## config.mk

```make
export PLATFORM = sky130hd
export DESIGN_NAME = modular_exponentiation
export DESIGN_NICKNAME = d
export VERILOG_FILES = /design/src/mexp_pkg.sv /design/src/mexp_mulmod.sv /design/src/mexp_seq.sv /design/src/modular_exponentiation.sv
export SDC_FILE = /design/constraint.sdc
export NUM_CORES = 1
export LEC_CHECK = 0
export BUFFER_PORTS_ARGS = -buffer_cell sky130_fd_sc_hd__buf_2
export CORE_MARGIN = 1.5
export CORE_UTILIZATION = 40
export CTS_CLUSTER_SIZE = 25
export DETAILED_ROUTE_END_ITERATION = 8
export REMOVE_ABC_BUFFERS = 1
export SYNTH_ARGS = -nofsm -noshare
export SYNTH_HDL_FRONTEND = slang
export SYNTH_SLANG_ARGS = --single-unit
```

## constraint.sdc

```tcl
create_clock -name clk -period 7.09 [get_ports clk]
set_input_delay 0.709 -clock clk [delete_from_list [all_inputs] [get_ports clk]]
set_output_delay 0.709 -clock clk [all_outputs]
set_load 0.01 [all_outputs]
```

## src/mexp_pkg.sv

```systemverilog
// Shared constants for the modular exponentiation block.
// No dependencies; imported by every module of the block.
package mexp_pkg;

  localparam int FIELD_W        = 32;
  localparam int DATA_WIDTH_DEF = 32;
  localparam int EXP_WIDTH_DEF  = 32;

  localparam logic [FIELD_W-1:0] MODULUS_RESET = 32'd10007;

endpackage

```

## src/mexp_mulmod.sv

```systemverilog
// Shared modular multiplier: MSB-first shift-add with reduction, one
// multiplier bit per cycle. Depends on mexp_pkg for its default width.
module mexp_mulmod #(
  parameter int DATA_WIDTH = mexp_pkg::DATA_WIDTH_DEF
) (
  input  logic                  clk,
  input  logic                  rst,
  input  logic                  go,
  input  logic [DATA_WIDTH-1:0] x,
  input  logic [DATA_WIDTH-1:0] y,
  input  logic [DATA_WIDTH-1:0] m,
  output logic [DATA_WIDTH-1:0] prod,
  output logic                  done
);
  import mexp_pkg::*;

  localparam int SW = DATA_WIDTH + 2;
  localparam int CW = $clog2(DATA_WIDTH);

  logic                  run;
  logic [CW-1:0]         cnt;
  logic [DATA_WIDTH-1:0] xr;
  logic [DATA_WIDTH-1:0] yr;
  logic [DATA_WIDTH-1:0] r;
  logic [DATA_WIDTH-1:0] r_next;

  logic [SW-1:0] sum;
  logic [SW-1:0] m1;
  logic [SW-1:0] m2;

  // r < m and x < m (or x == 1) keep the sum below 3m: at most two subtracts.
  // m == 0 means no reduction, plain truncating product.
  always_comb begin
    sum = {1'b0, r, 1'b0} + (yr[DATA_WIDTH-1] ? {2'b00, xr} : '0);
    m1  = {2'b00, m};
    m2  = {1'b0, m, 1'b0};
    if (m == '0) begin
      r_next = sum[DATA_WIDTH-1:0];
    end else if (sum >= m2) begin
      r_next = DATA_WIDTH'(sum - m2);
    end else if (sum >= m1) begin
      r_next = DATA_WIDTH'(sum - m1);
    end else begin
      r_next = sum[DATA_WIDTH-1:0];
    end
  end

  always_ff @(posedge clk) begin
    if (rst) begin
      run  <= 1'b0;
      done <= 1'b0;
      cnt  <= '0;
    end else begin
      done <= 1'b0;
      if (go) begin
        run <= 1'b1;
        cnt <= CW'(DATA_WIDTH - 1);
      end else if (run) begin
        cnt <= cnt - 1'b1;
        if (cnt == '0) begin
          run  <= 1'b0;
          done <= 1'b1;
        end
      end
    end
  end

  always_ff @(posedge clk) begin
    if (go) begin
      r  <= '0;
      xr <= x;
      yr <= y;
    end else if (run) begin
      r  <= r_next;
      yr <= yr << 1;
    end
  end

  assign prod = r;

endmodule

```

## src/mexp_seq.sv

```systemverilog
// Square-and-multiply sequencer: holds accumulator, square and exponent,
// and drives the shared mexp_mulmod unit. Depends on mexp_pkg.
module mexp_seq #(
  parameter int DATA_WIDTH = mexp_pkg::DATA_WIDTH_DEF,
  parameter int EXP_WIDTH  = mexp_pkg::EXP_WIDTH_DEF
) (
  input  logic                  clk,
  input  logic                  rst,
  input  logic                  start,
  input  logic [DATA_WIDTH-1:0] base_in,
  input  logic [EXP_WIDTH-1:0]  exp_in,
  input  logic [DATA_WIDTH-1:0] m,
  output logic                  busy,
  output logic                  done,
  output logic [DATA_WIDTH-1:0] result
);
  import mexp_pkg::*;

  typedef enum logic [5:0] {
    S_IDLE   = 6'b000001,
    S_REDUCE = 6'b000010,
    S_NEXT   = 6'b000100,
    S_MUL    = 6'b001000,
    S_SQR    = 6'b010000,
    S_DONE   = 6'b100000
  } state_t;

  state_t state;
  state_t state_next;
  logic   go;
  logic   go_next;

  logic [DATA_WIDTH-1:0] acc;
  logic [DATA_WIDTH-1:0] sq;
  logic [EXP_WIDTH-1:0]  e;

  logic [DATA_WIDTH-1:0] ux;
  logic [DATA_WIDTH-1:0] uy;
  logic [DATA_WIDTH-1:0] uprod;
  logic                  udone;

  mexp_mulmod #(
    .DATA_WIDTH(DATA_WIDTH)
  ) u_mulmod (
    .clk  (clk),
    .rst  (rst),
    .go   (go),
    .x    (ux),
    .y    (uy),
    .m    (m),
    .prod (uprod),
    .done (udone)
  );

  // Operand select; the base pass reduces base as base * 1 mod m.
  always_comb begin
    case (state)
      S_REDUCE: begin
        ux = DATA_WIDTH'(1);
        uy = sq;
      end
      S_MUL: begin
        ux = acc;
        uy = sq;
      end
      default: begin
        ux = sq;
        uy = sq;
      end
    endcase
  end

  always_comb begin
    state_next = state;
    go_next    = 1'b0;
    case (state)
      S_IDLE: begin
        if (start) begin
          if (exp_in == '0) begin
            state_next = S_DONE;
          end else if (m == '0) begin
            state_next = S_NEXT;
          end else begin
            state_next = S_REDUCE;
            go_next    = 1'b1;
          end
        end
      end
      S_REDUCE: begin
        if (udone) state_next = S_NEXT;
      end
      S_NEXT: begin
        // e is never zero here
        go_next    = 1'b1;
        state_next = e[0] ? S_MUL : S_SQR;
      end
      S_MUL: begin
        if (udone) begin
          if (e[EXP_WIDTH-1:1] == '0) begin
            state_next = S_DONE;
          end else begin
            state_next = S_SQR;
            go_next    = 1'b1;
          end
        end
      end
      S_SQR: begin
        if (udone) state_next = S_NEXT;
      end
      S_DONE: begin
        state_next = S_IDLE;
      end
      default: begin
        state_next = S_IDLE;
      end
    endcase
  end

  always_ff @(posedge clk) begin
    if (rst) begin
      state <= S_IDLE;
      go    <= 1'b0;
    end else begin
      state <= state_next;
      go    <= go_next;
    end
  end

  always_ff @(posedge clk) begin
    case (state)
      S_IDLE: begin
        if (start) begin
          acc <= DATA_WIDTH'(1);
          sq  <= base_in;
          e   <= exp_in;
        end
      end
      S_REDUCE: begin
        if (udone) sq <= uprod;
      end
      S_MUL: begin
        if (udone) acc <= uprod;
      end
      S_SQR: begin
        if (udone) begin
          sq <= uprod;
          e  <= e >> 1;
        end
      end
      default: begin
      end
    endcase
  end

  assign busy   = (state != S_IDLE);
  assign done   = (state == S_DONE);
  assign result = acc;

endmodule

```

## src/modular_exponentiation.sv

```systemverilog
// Top level of the modular exponentiation block: modulus register and
// command ports around mexp_seq. Depends on mexp_pkg, mexp_seq, mexp_mulmod.
//
// Usage: pulse start with base and exponent while busy is low; the beat is
// taken at that edge and busy rises. When the result is ready, done is high
// for exactly one cycle with power_mod valid; busy is still high in that
// cycle and drops in the next, where a new start may be taken. The receiver
// cannot stall. The modulus is written over its own channel
// (modulus_valid/modulus_ready); ready is high while the block is idle and no
// start is offered. Reset loads modulus 10007 and returns the sequencer to
// idle; no result is pending after reset.
// Exponent zero gives done in the cycle after the start beat. Otherwise each
// multiplication runs on the shared shift-add unit, one bit a cycle; an item
// needs one base reduction (skipped for modulus zero), one multiply per set
// exponent bit, one square per exponent bit below the top set bit and one
// S_NEXT step per bit to pick the next step. One item at a time: a new start
// is taken only once busy has dropped.
module modular_exponentiation #(
  parameter int DATA_WIDTH = mexp_pkg::DATA_WIDTH_DEF,
  parameter int EXP_WIDTH  = mexp_pkg::EXP_WIDTH_DEF
) (
  input  logic                         clk,
  input  logic                         rst,
  input  logic                         start,
  output logic                         busy,
  input  logic [mexp_pkg::FIELD_W-1:0] base,
  input  logic [mexp_pkg::FIELD_W-1:0] exponent,
  output logic                         done,
  output logic [mexp_pkg::FIELD_W-1:0] power_mod,
  input  logic                         modulus_valid,
  output logic                         modulus_ready,
  input  logic [mexp_pkg::FIELD_W-1:0] modulus
);
  import mexp_pkg::*;

  logic [FIELD_W-1:0]    modulus_q;
  logic [DATA_WIDTH-1:0] result;

  always_ff @(posedge clk) begin
    if (rst) begin
      modulus_q <= MODULUS_RESET;
    end else if (modulus_valid && modulus_ready) begin
      modulus_q <= modulus;
    end
  end

  // a start beat takes the modulus as it stands; no write at that edge
  assign modulus_ready = !busy && !start;

  mexp_seq #(
    .DATA_WIDTH(DATA_WIDTH),
    .EXP_WIDTH (EXP_WIDTH)
  ) u_seq (
    .clk     (clk),
    .rst     (rst),
    .start   (start),
    .base_in (base[DATA_WIDTH-1:0]),
    .exp_in  (EXP_WIDTH'(exponent)),
    .m       (modulus_q[DATA_WIDTH-1:0]),
    .busy    (busy),
    .done    (done),
    .result  (result)
  );

  assign power_mod = FIELD_W'(result);

endmodule

```

# After elaboration in Yosys (flattened, before gate mapping)
# Index checks and enable logic that the tools add are counted.
# classes
addsub	4
order_cmp	2
n_eq_ne	11
n_mux	35
bitwise_logic	1
n_reduce_logical	18
# ops
op	count
$mux W32	11
$pmux W32 S2	4
$logic_not A32 Y1	2
$sub A32 B32 Y32	2
$add A33 B32 Y34	1
$ge A34 B32 Y1	1
$ge A34 B33 Y1	1
$logic_not A31 Y1	1
$mux W6	5
$pmux W6 S4	1
$mux W5	3
$reduce_and A3 Y1	4
$mux W1	9
$reduce_bool A2 Y1	4
$eq A6 B1 Y1 const B	1
$eq A6 B2 Y1 const B	1
$eq A6 B3 Y1 const B	1
$eq A6 B4 Y1 const B	1
$eq A6 B5 Y1 const B	1
$eq A6 B6 Y1 const B	1
$ne A2 B2 Y1 const B	3
$ne A6 B1 Y1 const B	1
$logic_not A5 Y1	1
$sub A5 B1 Y5 const B	1
other kinds (8)	10
# totals
register_bits	238
output_inout_bits	35

# Longest topological paths before layout
# Gate-level depths: netlist of the first run.
# depth
word_depth	6
ltp_mapped	26
ltp_nobuf	23

# Cells and area by module
# A second synthesis of the first run with hierarchy kept.
# unflattened
hier_cells	1554
area_unflattened_um2	15577.4
# modules_own_cells
mod	instances	cells_each	area_per_inst_um2	seq_area_each_um2
mexp_mulmod	1	1085	9367.7	2702.6
mexp_seq	1	328	4770.8	3022.9
modular_exponentiation	1	141	1438.9	640.6

# Worst setup path before layout of the first run
# OpenSTA, ideal clock, no wires.
# synth_timing
kind	flip-flop to flip-flop
start	register u_seq.u_mulmod.yr[31]
end	register u_seq.u_mulmod.r[21] (netlist: u_seq.u_mulmod.prod[21])
t_arrival_ns	4.996
t_required_ns	6.953
slack_ns	1.957
stages_incl_launch_ff	26
period_less_slack_ns	5.133
path_cell_list	edfxtp_1 -> clkbuf_1 -> and2_1 -> ha_1 -> a21o_1 -> a21o_1 -> a221oi_1 -> o31ai_1 -> a311o_1 -> nand3_1 -> nand2_1 -> xor2_1 -> ha_1 -> clkbuf_1 -> nand4_1 -> a21oi_1 -> nor4b_1 -> a311oi_1 -> a21oi_1 -> o211ai_1 -> or2_2 -> buf_6 -> o21a_1 -> buf_6 -> o31ai_1 -> a31oi_1
# synth_between
elab_chain_cells	6
elab_cells_between_ends	9
# synth_lines
item	line	source
from (decl)	mexp_mulmod.sv:23	logic [DATA_WIDTH-1:0] yr;
from (signal assigned)	mexp_mulmod.sv:72	yr <= y;
from (signal assigned)	mexp_mulmod.sv:75	yr <= yr << 1;
$mux W32 *	mexp_mulmod.sv:34	sum = {1'b0, r, 1'b0} + (yr[DATA_WIDTH-1] ? {2'b00, xr} : '0);
$add A33 B32 Y34 *	mexp_mulmod.sv:34	
$sub A32 B32 Y32 / $ge A34 B32 Y1 (equally long branches)	mexp_mulmod.sv:42, mexp_mulmod.sv:41	
$mux W32	mexp_mulmod.sv:41	end else if (sum >= m1) begin
$mux W32	mexp_mulmod.sv:39	end else if (sum >= m2) begin
$mux W32 *	mexp_mulmod.sv:37	if (m == '0) begin
to (signal assigned)	mexp_mulmod.sv:74	r <= r_next;
to (decl)	mexp_mulmod.sv:24	logic [DATA_WIDTH-1:0] r;
# Mark *: on every way between the ends. The rest lies on a longest branch, timed or not.
# A chain may end at the register's enable or synchronous reset.

# Worst setup path in the final report of the first run
# layout_timing
start	register u_seq.u_mulmod.yr[31]
end	register u_seq.u_mulmod.r[24] (netlist: u_seq.u_mulmod.prod[24])
# The elaborated chain is that of the path after synthesis.

==> impl_metrics.tcl, run 1 <==
set metrics [dict create \
    dr_wl_met2_um 21610 \
    floorplan.initialDensity 0.4072 \
    ir_drop_uv 216.3 \
    antenna_found_initial 2 \
    min_period_ps 6518 \
    cts_buffers 29 \
    yosysWarnings 0 \
    synth-edff-count 160 \
    grt_pass1_vias 12120 \
    drive_gt1_frac 0.1880 \
    synth.most_common_cell "edfxtp_1" \
    cts_root_buffer "clkbuf_16" \
    crit_path_start_kind "flip-flop" \
    fin_nets 1891 \
    area_growth_pct 13.80 \
    async_flop_share 0 \
    status "finished clean" \
    gp_congestion 0.9691 \
    p_per_area_nw_per_um2 447.6 \
    end_kind "flip-flop" \
    ys_ff_latch 238 \
    wirelength_um 43210 \
    cts_tree "built" \
    clk_latency_ps 570 \
    grt_pass1_wl_um 66780 \
    layout_setup_ws_ps 571.9 \
    rsz0062_at_grt "no" \
    cts_max_level 1 \
    power_leakage_nw 6.985 \
    grt_usage 0.2168 \
    drc 0 \
    antenna_left 0 \
    synth_top_area_share 0.3125 \
    cts_setup_buffers 0 \
    wl_met1_um 18480 \
    vias 12470 \
    setup_tns_ps 0 \
    pre_cts_slack_ps 571.0 \
    ioPinCount 135 \
    fp-row-count 71 \
    overflow 0 \
    report.final.slew_viol_count 0 \
    hold_violations 0 \
    synth_top_area_cell "edfxtp_1" \
    cp_max_fo 21 \
    hp-class "input port to flip-flop" \
    cp_cell_sequence "and2_1 -> ha_1 -> inv_1 -> fa_1 -> nand2b_1 -> a21oi_2 -> o41ai_4 -> o31ai_1 -> a311o_1 -> nand3_1 -> nand2_1 -> xor2_1 -> buf_4 -> ha_1 -> nand4_1 -> a21oi_1 -> nor4b_1 -> a311oi_1 -> a21oi_1 -> o211ai_1 -> nor2_2 -> nor2_1 -> a41oi_1 -> a32o_1" \
    cts_resized 0 \
    die-area_um2 39620 \
    required_ps 7540 \
    crit_buf_inv 2 \
    yosysSeqAreaShare 0.4141 \
    synth.top_cells.by_count "160 x edfxtp_1, 138 x nand2_1, 131 x a21oi_1" \
    place_hpwl_um 33600 \
    postCtsHoldBufs 0 \
    slowest_delay_ps 750 \
    crit_family "compound AO/OA/AOI/OAI gates" \
    cts.sinks 238 \
    finalClockSkew_ps 15.35 \
    slew_headroom 0.2442 \
    worstMarginPinSlew_ps 1131 \
    clkTransAtPathRegs_ps 60 \
    fp.coreArea_um2 37760 \
    cap_violations 0 \
    synth_area_um2 15370 \
    ys.flop_type "edfxtp_1" \
    ys_types 81 \
    synthCells 1576 \
    die_h_um 199.0 \
    post-route-period-util 0.9193 \
    slowest_stage "nor2_1" \
    die_w_um 199.0 \
    critPathArrivalTime_ps 6970 \
    cts.path.max_buffers 3 \
    ys_top_cells_by_area "edfxtp_1 31%, dfxtp_1 10%, ha_1 7.9%" \
    finalSetupViolCount 0 \
    port_buffers 134 \
    vias_per_cell 5.605 \
    routed.top_layer "met5" \
    wl_per_cell_um 19.43 \
    path_class "flip-flop to flip-flop" \
    postSynthAreaPerCell_um2 9.755 \
    max_freq_mhz 153.4 \
    drt_pass1_iterations 5 \
    fill_cells 3639 \
    grt_max_degree 65 \
    wl_met3_um 1708 \
    antenna_cells 0 \
    drt_iter0_drc 778 \
]
[cell type report]
class	instances	area (um^2)	area share
clock buffers	38	789.5	0.04513
clock inverters	15	145.1	0.008296
inverters	68	255.2	0.01459
multi-input cells	1199	8467	0.4840
flip-flops and latches	238	6370	0.3641
well taps	511	639.4	0.03655
repair buffers	155	828.3	0.04735
[logic make-up after synthesis]
kind of cell / count (synthesis) / share of synthesized area
xor gates and xnor gates: 84 / 0.04786
muxes: 101 / 0.07341
DFF: 238 / 0.4141
AOI/OAI and AO/OA: 414 / 0.1805
and+or+nand+nor: 500 / 0.1644
buffers and inverters: 139 / 0.03687
adders and majority gates: 100 / 0.08285
[sequential cells by signal, indices dropped and copies added, names as in the netlist]
| signal | cells |
|---|---|
| u_seq.go | 1 |
| modulus_q | 32 |
| u_seq.u_mulmod.cnt | 5 |
| u_seq.result | 32 |
| u_seq.u_mulmod.prod | 32 |
| u_seq.state | 6 |
| u_seq.u_mulmod.done | 1 |
| u_seq.sq | 32 |
| u_seq.u_mulmod.yr | 32 |
| u_seq.e | 32 |
| u_seq.u_mulmod.run | 1 |
| u_seq.u_mulmod.xr | 32 |
[metal layers]
layer / GRT usage / up-vias
met4: 0.07155 / 4
li1: - / 6107
met2: 0.3860 / 309
met1: 0.2681 / 5966
met3: 0.03001 / 79
met5: 0 / -
[path summary, 6_finish.rpt]
| kind | slack (ps) | end | depth (start not counted) | startpoint |
|---|---|---|---|---|
| setup / recovery | 570 | u_seq.u_mulmod.prod[24]$_SDFFE_PP0P_ | 24 | u_seq.u_mulmod.yr[31]$_DFFE_PP_ |
| hold / removal | 350 | modulus_q[8]$_SDFFE_PP1P_ | 3 | modulus[8] |
| setup reg to reg | 570 | u_seq.u_mulmod.prod[24]$_SDFFE_PP0P_ | 24 | u_seq.u_mulmod.yr[31]$_DFFE_PP_ |
| hold reg to reg | 470 | modulus_q[19]$_SDFFE_PP0P_ | 2 | modulus_q[19]$_SDFFE_PP0P_ |
[placed cells by master (no fill, tap or decap), types with 10 or more instances in the layout]
cell,n
edfxtp_1,160
xnor2_1,56
a21o_1,36
nand4_1,23
a211oi_1,15
o221ai_1,11
o21a_1,15
o21bai_1,14
o211ai_1,16
nor3_1,22
clkbuf_16,29
nor2b_1,12
nand3_1,30
o21ai_0,63
a22o_1,33
and2_1,64
dfxtp_1,77
mux2_2,93
inv_1,68
nand3b_1,12
a21oi_1,131
buf_4,21
nor2_1,104
buf_2,134
ha_1,97
a31oi_1,10
nand2b_1,16
nor4_1,34
xor2_1,28
nand2_1,138
[report_power, final]
part / internal [mW] / switching, mW
Clock: 0.858 / 0.594
Sequential: 1.71 / 0.173
Combinational: 1.73 / 2.76
[worst register-to-register path, delay by kind of cell (launching register included)]
family | cells | cell delay (ps)
compound gates | 10 | 2600
xor+xnor | 1 | 60
fa+ha+maj | 3 | 1080
buf+inv | 2 | 220
flops | 1 | 710
simple gates | 8 | 1740
[metrics by stage]
| stage | instances | total power [mW] | hold WS [ps] | util | instance area [um^2] |
|---|---|---|---|---|---|
| after detailed placement | 2171 | 6.319 | 463.6 | 0.4385 | 16550 |
| after global placement | 2171 | 6.287 | 464.0 | 0.4385 | 16550 |
| after CTS | 2224 | 7.806 | 332.4 | 0.4632 | 17490 |
| after floorplan | 1505 | 5.028 | 443.0 | - | 15060 |
| after global routing | 2224 | 8.333 | 353.4 | 0.4634 | 17490 |
| final | 2224 | 7.830 | 351.4 | 0.4634 | 17490 |
Note: power is estimated with default switching activity, not from simulation.
==> inputs of run 2 (changes only) <==
- clock period: 7.09 -> 8.37 ns (I/O delays scaled with it)
==> impl_metrics.tcl, run 2 (synthesis results as in run 1) <==
set metrics [dict create \
    placed_cells 2163 \
    slowest_delay_ps 830 \
    end_kind "flip-flop" \
    fin_nets 1882 \
    switchingPower_mw 2.947 \
    layout_setup_ws_ps 1379 \
    cap_violations 0 \
    setup_tns_ps 0 \
    wl_per_cell_um 19.85 \
    crit_top_cell "a21oi_1" \
    clkPwrFrac 0.178 \
    cts_resized 0 \
    report.final.slew_viol_count 0 \
    multi_input_area_um2 8462 \
    cts_root_buffer "clkbuf_16" \
    clkTransAtPathRegs_ps 60 \
    grt_max_degree 65 \
    cts.sinks 238 \
    finish.instance_area_um2 17360 \
    seq_area_um2 6370 \
    ir_drop_uv 166.0 \
    cp_cell_sequence "and2_1 -> ha_1 -> inv_1 -> fa_1 -> nand2b_1 -> a21oi_2 -> o41ai_4 -> o31ai_1 -> a311o_1 -> nand3_1 -> nand2_1 -> xor2_1 -> ha_1 -> a21oi_1 -> a21oi_1 -> nor4b_1 -> a311oi_1 -> a21oi_1 -> o211ai_1 -> nor2_2 -> nand3_1 -> mux2_1 -> a211oi_1" \
    final_common_cell "edfxtp_1" \
    place_hpwl_um 33730 \
    mostFrequentLayoutCells "160 x edfxtp_1, 138 x nand2_1, 134 x buf_2" \
    internal-power_mw 3.543 \
    gp_congestion 0.9525 \
    cp_max_fo 32 \
    slew_headroom 0.2404 \
    path_class "flip-flop to flip-flop" \
    antenna_left 0 \
    hp-class "flip-flop to flip-flop" \
    utilization 0.4598 \
    status "finished clean" \
    pre_cts_slack_ps 1472 \
    hold_violations 0 \
    cts.path.max_buffers 3 \
    die_w_um 199.0 \
    crit_path_start_kind "flip-flop" \
    clk_latency_ps 550 \
    p_comb_frac 0.577 \
    overflow 0 \
    grt_usage 0.2210 \
    postCtsHoldBufs 0 \
    finalSetupViolCount 0 \
    floorplan.initialDensity 0.4072 \
    power_frac_seq 0.245 \
    grt_pass1_vias 12230 \
    vias 12420 \
    antenna_found_initial 3 \
    cts_max_level 1 \
    dpl_cell_area_um2 16490 \
    drt_iter0_drc 757 \
    required_ps 8840 \
    die-area_um2 39620 \
    vias_per_cell 5.608 \
    drt_pass1_iterations 6 \
    drive_gt1_frac 0.1808 \
    cts_tree "built" \
    worstMarginPinSlew_ps 1137 \
    finalClockSkew_ps 10.27 \
    switching_share 0.4541 \
    cts_buffers 28 \
    cts_setup_buffers 0 \
    fill_cells 3674 \
    critPathArrivalTime_ps 7460 \
    wirelength_um 43970 \
    die_h_um 199.0 \
    max_freq_mhz 143.0 \
    post-route-period-util 0.8352 \
    p_per_area_nw_per_um2 373.9 \
    ioPinCount 135 \
    drc 0 \
    fp.coreArea_um2 37760 \
    antenna_cells 0 \
    grt_pass1_wl_um 67740 \
    slowest_stage "edfxtp_1" \
    port_buffers 134 \
    final_cells 2215 \
    area_growth_pct 12.91 \
    min_period_ps 6991 \
    rsz0062_at_grt "no" \
    power_leakage_nw 6.906 \
    fp-row-count 71 \
]
-- run 2: cell count changes in the layout (fill, tap and decap cells not counted), sizes merged --
cell and delta:
buf -8, clkbuf +1, bufinv -1, clkinv +1, inv -2
-- run 2: power groups by stage --
stage               Sequential, mW  Clock [mW]  Combinational [mW]
floorplan                     1.57           0                2.69
global placement              1.61           0                3.69
detailed placement            1.62           0                3.69
CTS                           1.59        1.18                3.71
global route                  1.61        1.23                4.09
finish                        1.59        1.16                3.74
-- run 2: path summary, 6_finish.rpt --
kind | start | endpoint | slack, ps | cells past startpoint
setup / recovery | u_seq.u_mulmod.yr[31]$_DFFE_PP_ | u_seq.u_mulmod.prod[0]$_SDFFE_PP0P_ | 1380 | 23
hold / removal | modulus_q[17]$_SDFFE_PP0P_ | modulus_q[17]$_SDFFE_PP0P_ | 470 | 2
setup reg to reg | u_seq.u_mulmod.yr[31]$_DFFE_PP_ | u_seq.u_mulmod.prod[0]$_SDFFE_PP0P_ | 1380 | 23
hold reg to reg | modulus_q[17]$_SDFFE_PP0P_ | modulus_q[17]$_SDFFE_PP0P_ | 470 | 2
-- run 2: critical path, delay by kind of cell, from the launching register on --
family,cells,cell delay [ps]
compound gates,10,2250
xor+xnor,1,270
buf+inv,1,70
fa+ha+maj,3,1000
simple gates,7,1950
mux,1,500
flops,1,830
-- run 2: area by class of cell --
| type | count | share of cell area |
|---|---|---|
| sequential | 238 | 0.3670 |
| clock buffer | 39 | 0.04455 |
| timing repair buffer | 147 | 0.04426 |
| inverter | 68 | 0.01470 |
| clock inverter | 13 | 0.005190 |
| tap | 511 | 0.03683 |
| multi-input combinational | 1199 | 0.4875 |
-- run 2: per-stage QoR --
step	total power [mW]	hold WS [ps]
2_1_floorplan	4.259	443.0
3_3_place_gp	5.305	462.1
3_5_place_dp	5.303	466.2
4_1_cts	6.482	473.0
5_1_grt	6.929	492.0
6_report	6.489	470.6
-- run 2: per-layer routing --
| layer | up-vias | track usage | share of wire |
|---|---|---|---|
| met5 | - | 0 | 0.00059 |
| met4 | 4 | 0.08277 | 0.036 |
| met3 | 89 | 0.03035 | 0.040 |
| met2 | 286 | 0.3871 | 0.49 |
| met1 | 5959 | 0.2749 | 0.43 |
| li1 | 6083 | - | - |
==> inputs of run 3 (changes only) <==
- ABC_AREA: not set -> 1
- clock period: 8.37 -> 5.8 ns (I/O delays scaled with it)
==> impl_metrics.tcl, run 3 <==
set metrics [dict create \
    min_period_ps 5300 \
    internal-power_mw 6.226 \
    ir_drop_uv 342.4 \
    vias_per_cell 5.146 \
    cts.path.max_buffers 3 \
    mostFrequentLayoutCells "785 x nand2_1, 299 x inv_1, 189 x nor2_1" \
    synth_area_um2 16630 \
    fill_cells 4267 \
    met3_usage 0.02732 \
    grt_pass1_wl_um 83030 \
    place_hpwl_um 42940 \
    p_per_area_nw_per_um2 692.6 \
    crit_top_cell "nand2_1" \
    cap_violations 0 \
    overflow 0 \
    setup_tns_ps 0 \
    met1_usage 0.3278 \
    cp_max_fo 26 \
    clkPwrFrac 0.126 \
    fin_hold_ws_ps 224.3 \
    cts.sinks 238 \
    grt_pass1_vias 14890 \
    yosysSeqAreaShare 0.3829 \
    slowest_delay_ps 480 \
    yosysWarnings 0 \
    rsz0062_at_grt "no" \
    die_h_um 206.9 \
    report.final.slew_viol_count 0 \
    power_frac_seq 0.216 \
    antenna_left 0 \
    antenna_cells 0 \
    worstMarginPinSlew_ps 1092 \
    port_buffers 134 \
    cts_max_level 1 \
    floorplan.initialDensity 0.4063 \
    switchingPower_mw 6.831 \
    max_freq_mhz 188.7 \
    ys_top_cells_by_area "edfxtp_1 29%, nand2_1 18%, dfxtp_1 9.4%" \
    ioPinCount 135 \
    drive_gt1_frac 0.1011 \
    crit_family "simple AND/OR/NAND/NOR gates" \
    vias 15560 \
    required_ps 6270 \
    postCtsHoldBufs 0 \
    ys.flop_type "edfxtp_1" \
    grt_max_degree 68 \
    finalClockSkew_ps 15.38 \
    ys_ff_latch 238 \
    finalSetupViolCount 0 \
    gp_congestion 0.9477 \
    fp-row-count 74 \
    clk_latency_ps 580 \
    switching_share 0.5232 \
    cts_tree "built" \
    postSynthAreaPerCell_um2 7.121 \
    post-route-period-util 0.9137 \
    synth-edff-count 160 \
    wirelength_um 53650 \
    synth_top_area_share 0.2890 \
    busiest_layer "met2" \
    fp.coreArea_um2 40920 \
    slew_headroom 0.2673 \
    path_class "flip-flop to flip-flop" \
    async_flop_share 0 \
    final_common_cell "nand2_1" \
    critPathArrivalTime_ps 5770 \
    end_kind "flip-flop" \
    crit_buf_inv 6 \
    antenna_found_initial 0 \
    grt_usage 0.2529 \
    hp-class "input port to flip-flop" \
    synthCells 2335 \
    clkTransAtPathRegs_ps 60 \
    synth_top_area_cell "edfxtp_1" \
    die-area_um2 42800 \
    drt_pass1_iterations 5 \
    fin_nets 2672 \
    area_growth_pct 13.38 \
    synth.most_common_cell "nand2_1" \
    ff2ff_setup_slack_ps 500 \
    drt_iter0_drc 1068 \
    drc 0 \
    ys_types 51 \
    p_comb_frac 0.657 \
    crit_path_start_kind "flip-flop" \
    cts_root_buffer "clkbuf_16" \
    hold_violations 0 \
    cts_buffers 27 \
    power_leakage_nw 9.274 \
    die_w_um 206.9 \
    synth.top_cells.by_count "785 x nand2_1, 301 x inv_1, 191 x nor2_1" \
    status "finished clean" \
    wl_per_cell_um 17.74 \
    gr-usage-met2 0.4331 \
    slowest_stage "edfxtp_1" \
]
run 3: changes by cell type in the layout (fill, tap and decap cells not counted), moves of 62 or more:
cell and change:
nand2_1 +647, inv_1 +231, nand3_1 +99, mux2_2 -93
nor2_1 +85, o21ai_0 +63, and2_1 -62
run 3: path summary, 6_finish.rpt:
check / startpoint / to / cells after the start
hold reg to reg: u_seq.u_mulmod.cnt[4]$_SDFFE_PP0P_ / u_seq.u_mulmod.cnt[4]$_SDFFE_PP0P_ / 2
setup / recovery: u_seq.u_mulmod.yr[31]$_DFFE_PP_ / u_seq.u_mulmod.prod[1]$_SDFFE_PP0P_ / 33
hold / removal: modulus[10] / modulus_q[10]$_SDFFE_PP1P_ / 3
setup reg to reg: u_seq.u_mulmod.yr[31]$_DFFE_PP_ / u_seq.u_mulmod.prod[1]$_SDFFE_PP0P_ / 33
run 3: stage by stage:
stage	util	cell area [um^2]	power, mW	instances	worst slack, ps
floorplan	-	16350	8.393	2272	194.1
global placement	0.4404	18020	11.34	2975	511.9
detailed placement	0.4404	18020	11.33	2975	484.4
CTS	0.4605	18850	13.04	3024	471.1
global route	0.4607	18850	14.16	3024	58.16
finish	0.4607	18850	13.06	3024	500.5
run 3: kinds of logic after synthesis:
family,after synthesis,synth area share
DFF,238,0.3829
xor gates and xnor gates,69,0.03635
and+or+nand+nor,1215,0.3042
buffers and inverters,371,0.08601
adders and majority gates,100,0.07660
AOI/OAI and AO/OA,342,0.1139
run 3: area by class of cell:
type	count	area, um^2	share of cell area
inverter	308	1156	0.06133
clock inverter	7	71.32	0.003783
tap	532	665.6	0.03531
timing repair buffer	171	973.4	0.05164
sequential	238	6367	0.3378
multi-input combinational	1726	8866	0.4703
clock buffer	42	752.0	0.03989
run 3: power groups by stage:
stage | sequential, mW | combinational [mW] | clock, mW
2_1_floorplan | 2.85 | 5.55 | 0
3_3_place_gp | 2.85 | 8.49 | 0
3_5_place_dp | 2.86 | 8.47 | 0
4_1_cts | 2.83 | 8.52 | 1.69
5_1_grt | 2.88 | 9.52 | 1.76
6_report | 2.82 | 8.58 | 1.65
run 3: worst reg2reg max path: cells and delay by family, from the launching register on:
kind | cells | cell delay, ps
flip-flops | 1 | 480
XOR/XNOR | 1 | 250
buffers and inverters | 6 | 850
AND/OR/NAND/NOR | 18 | 1620
adder cells (fa/ha/maj) | 3 | 940
AO/OA/AOI/OAI | 5 | 1050
run 3: per-layer routing:
| layer | up-vias | share of wire |
|---|---|---|
| met2 | 358 | 0.48 |
| met3 | 87 | 0.042 |
| met1 | 7234 | 0.44 |
| met5 | - | 0 |
| li1 | 7884 | - |
| met4 | 0 | 0.035 |
run 3: timing repair:
action,in CTS,in global routing
resized for setup,0,1
buffers inserted,0,0
endpoints found under the setup margin,0,3
hold endpoints to repair,0,0
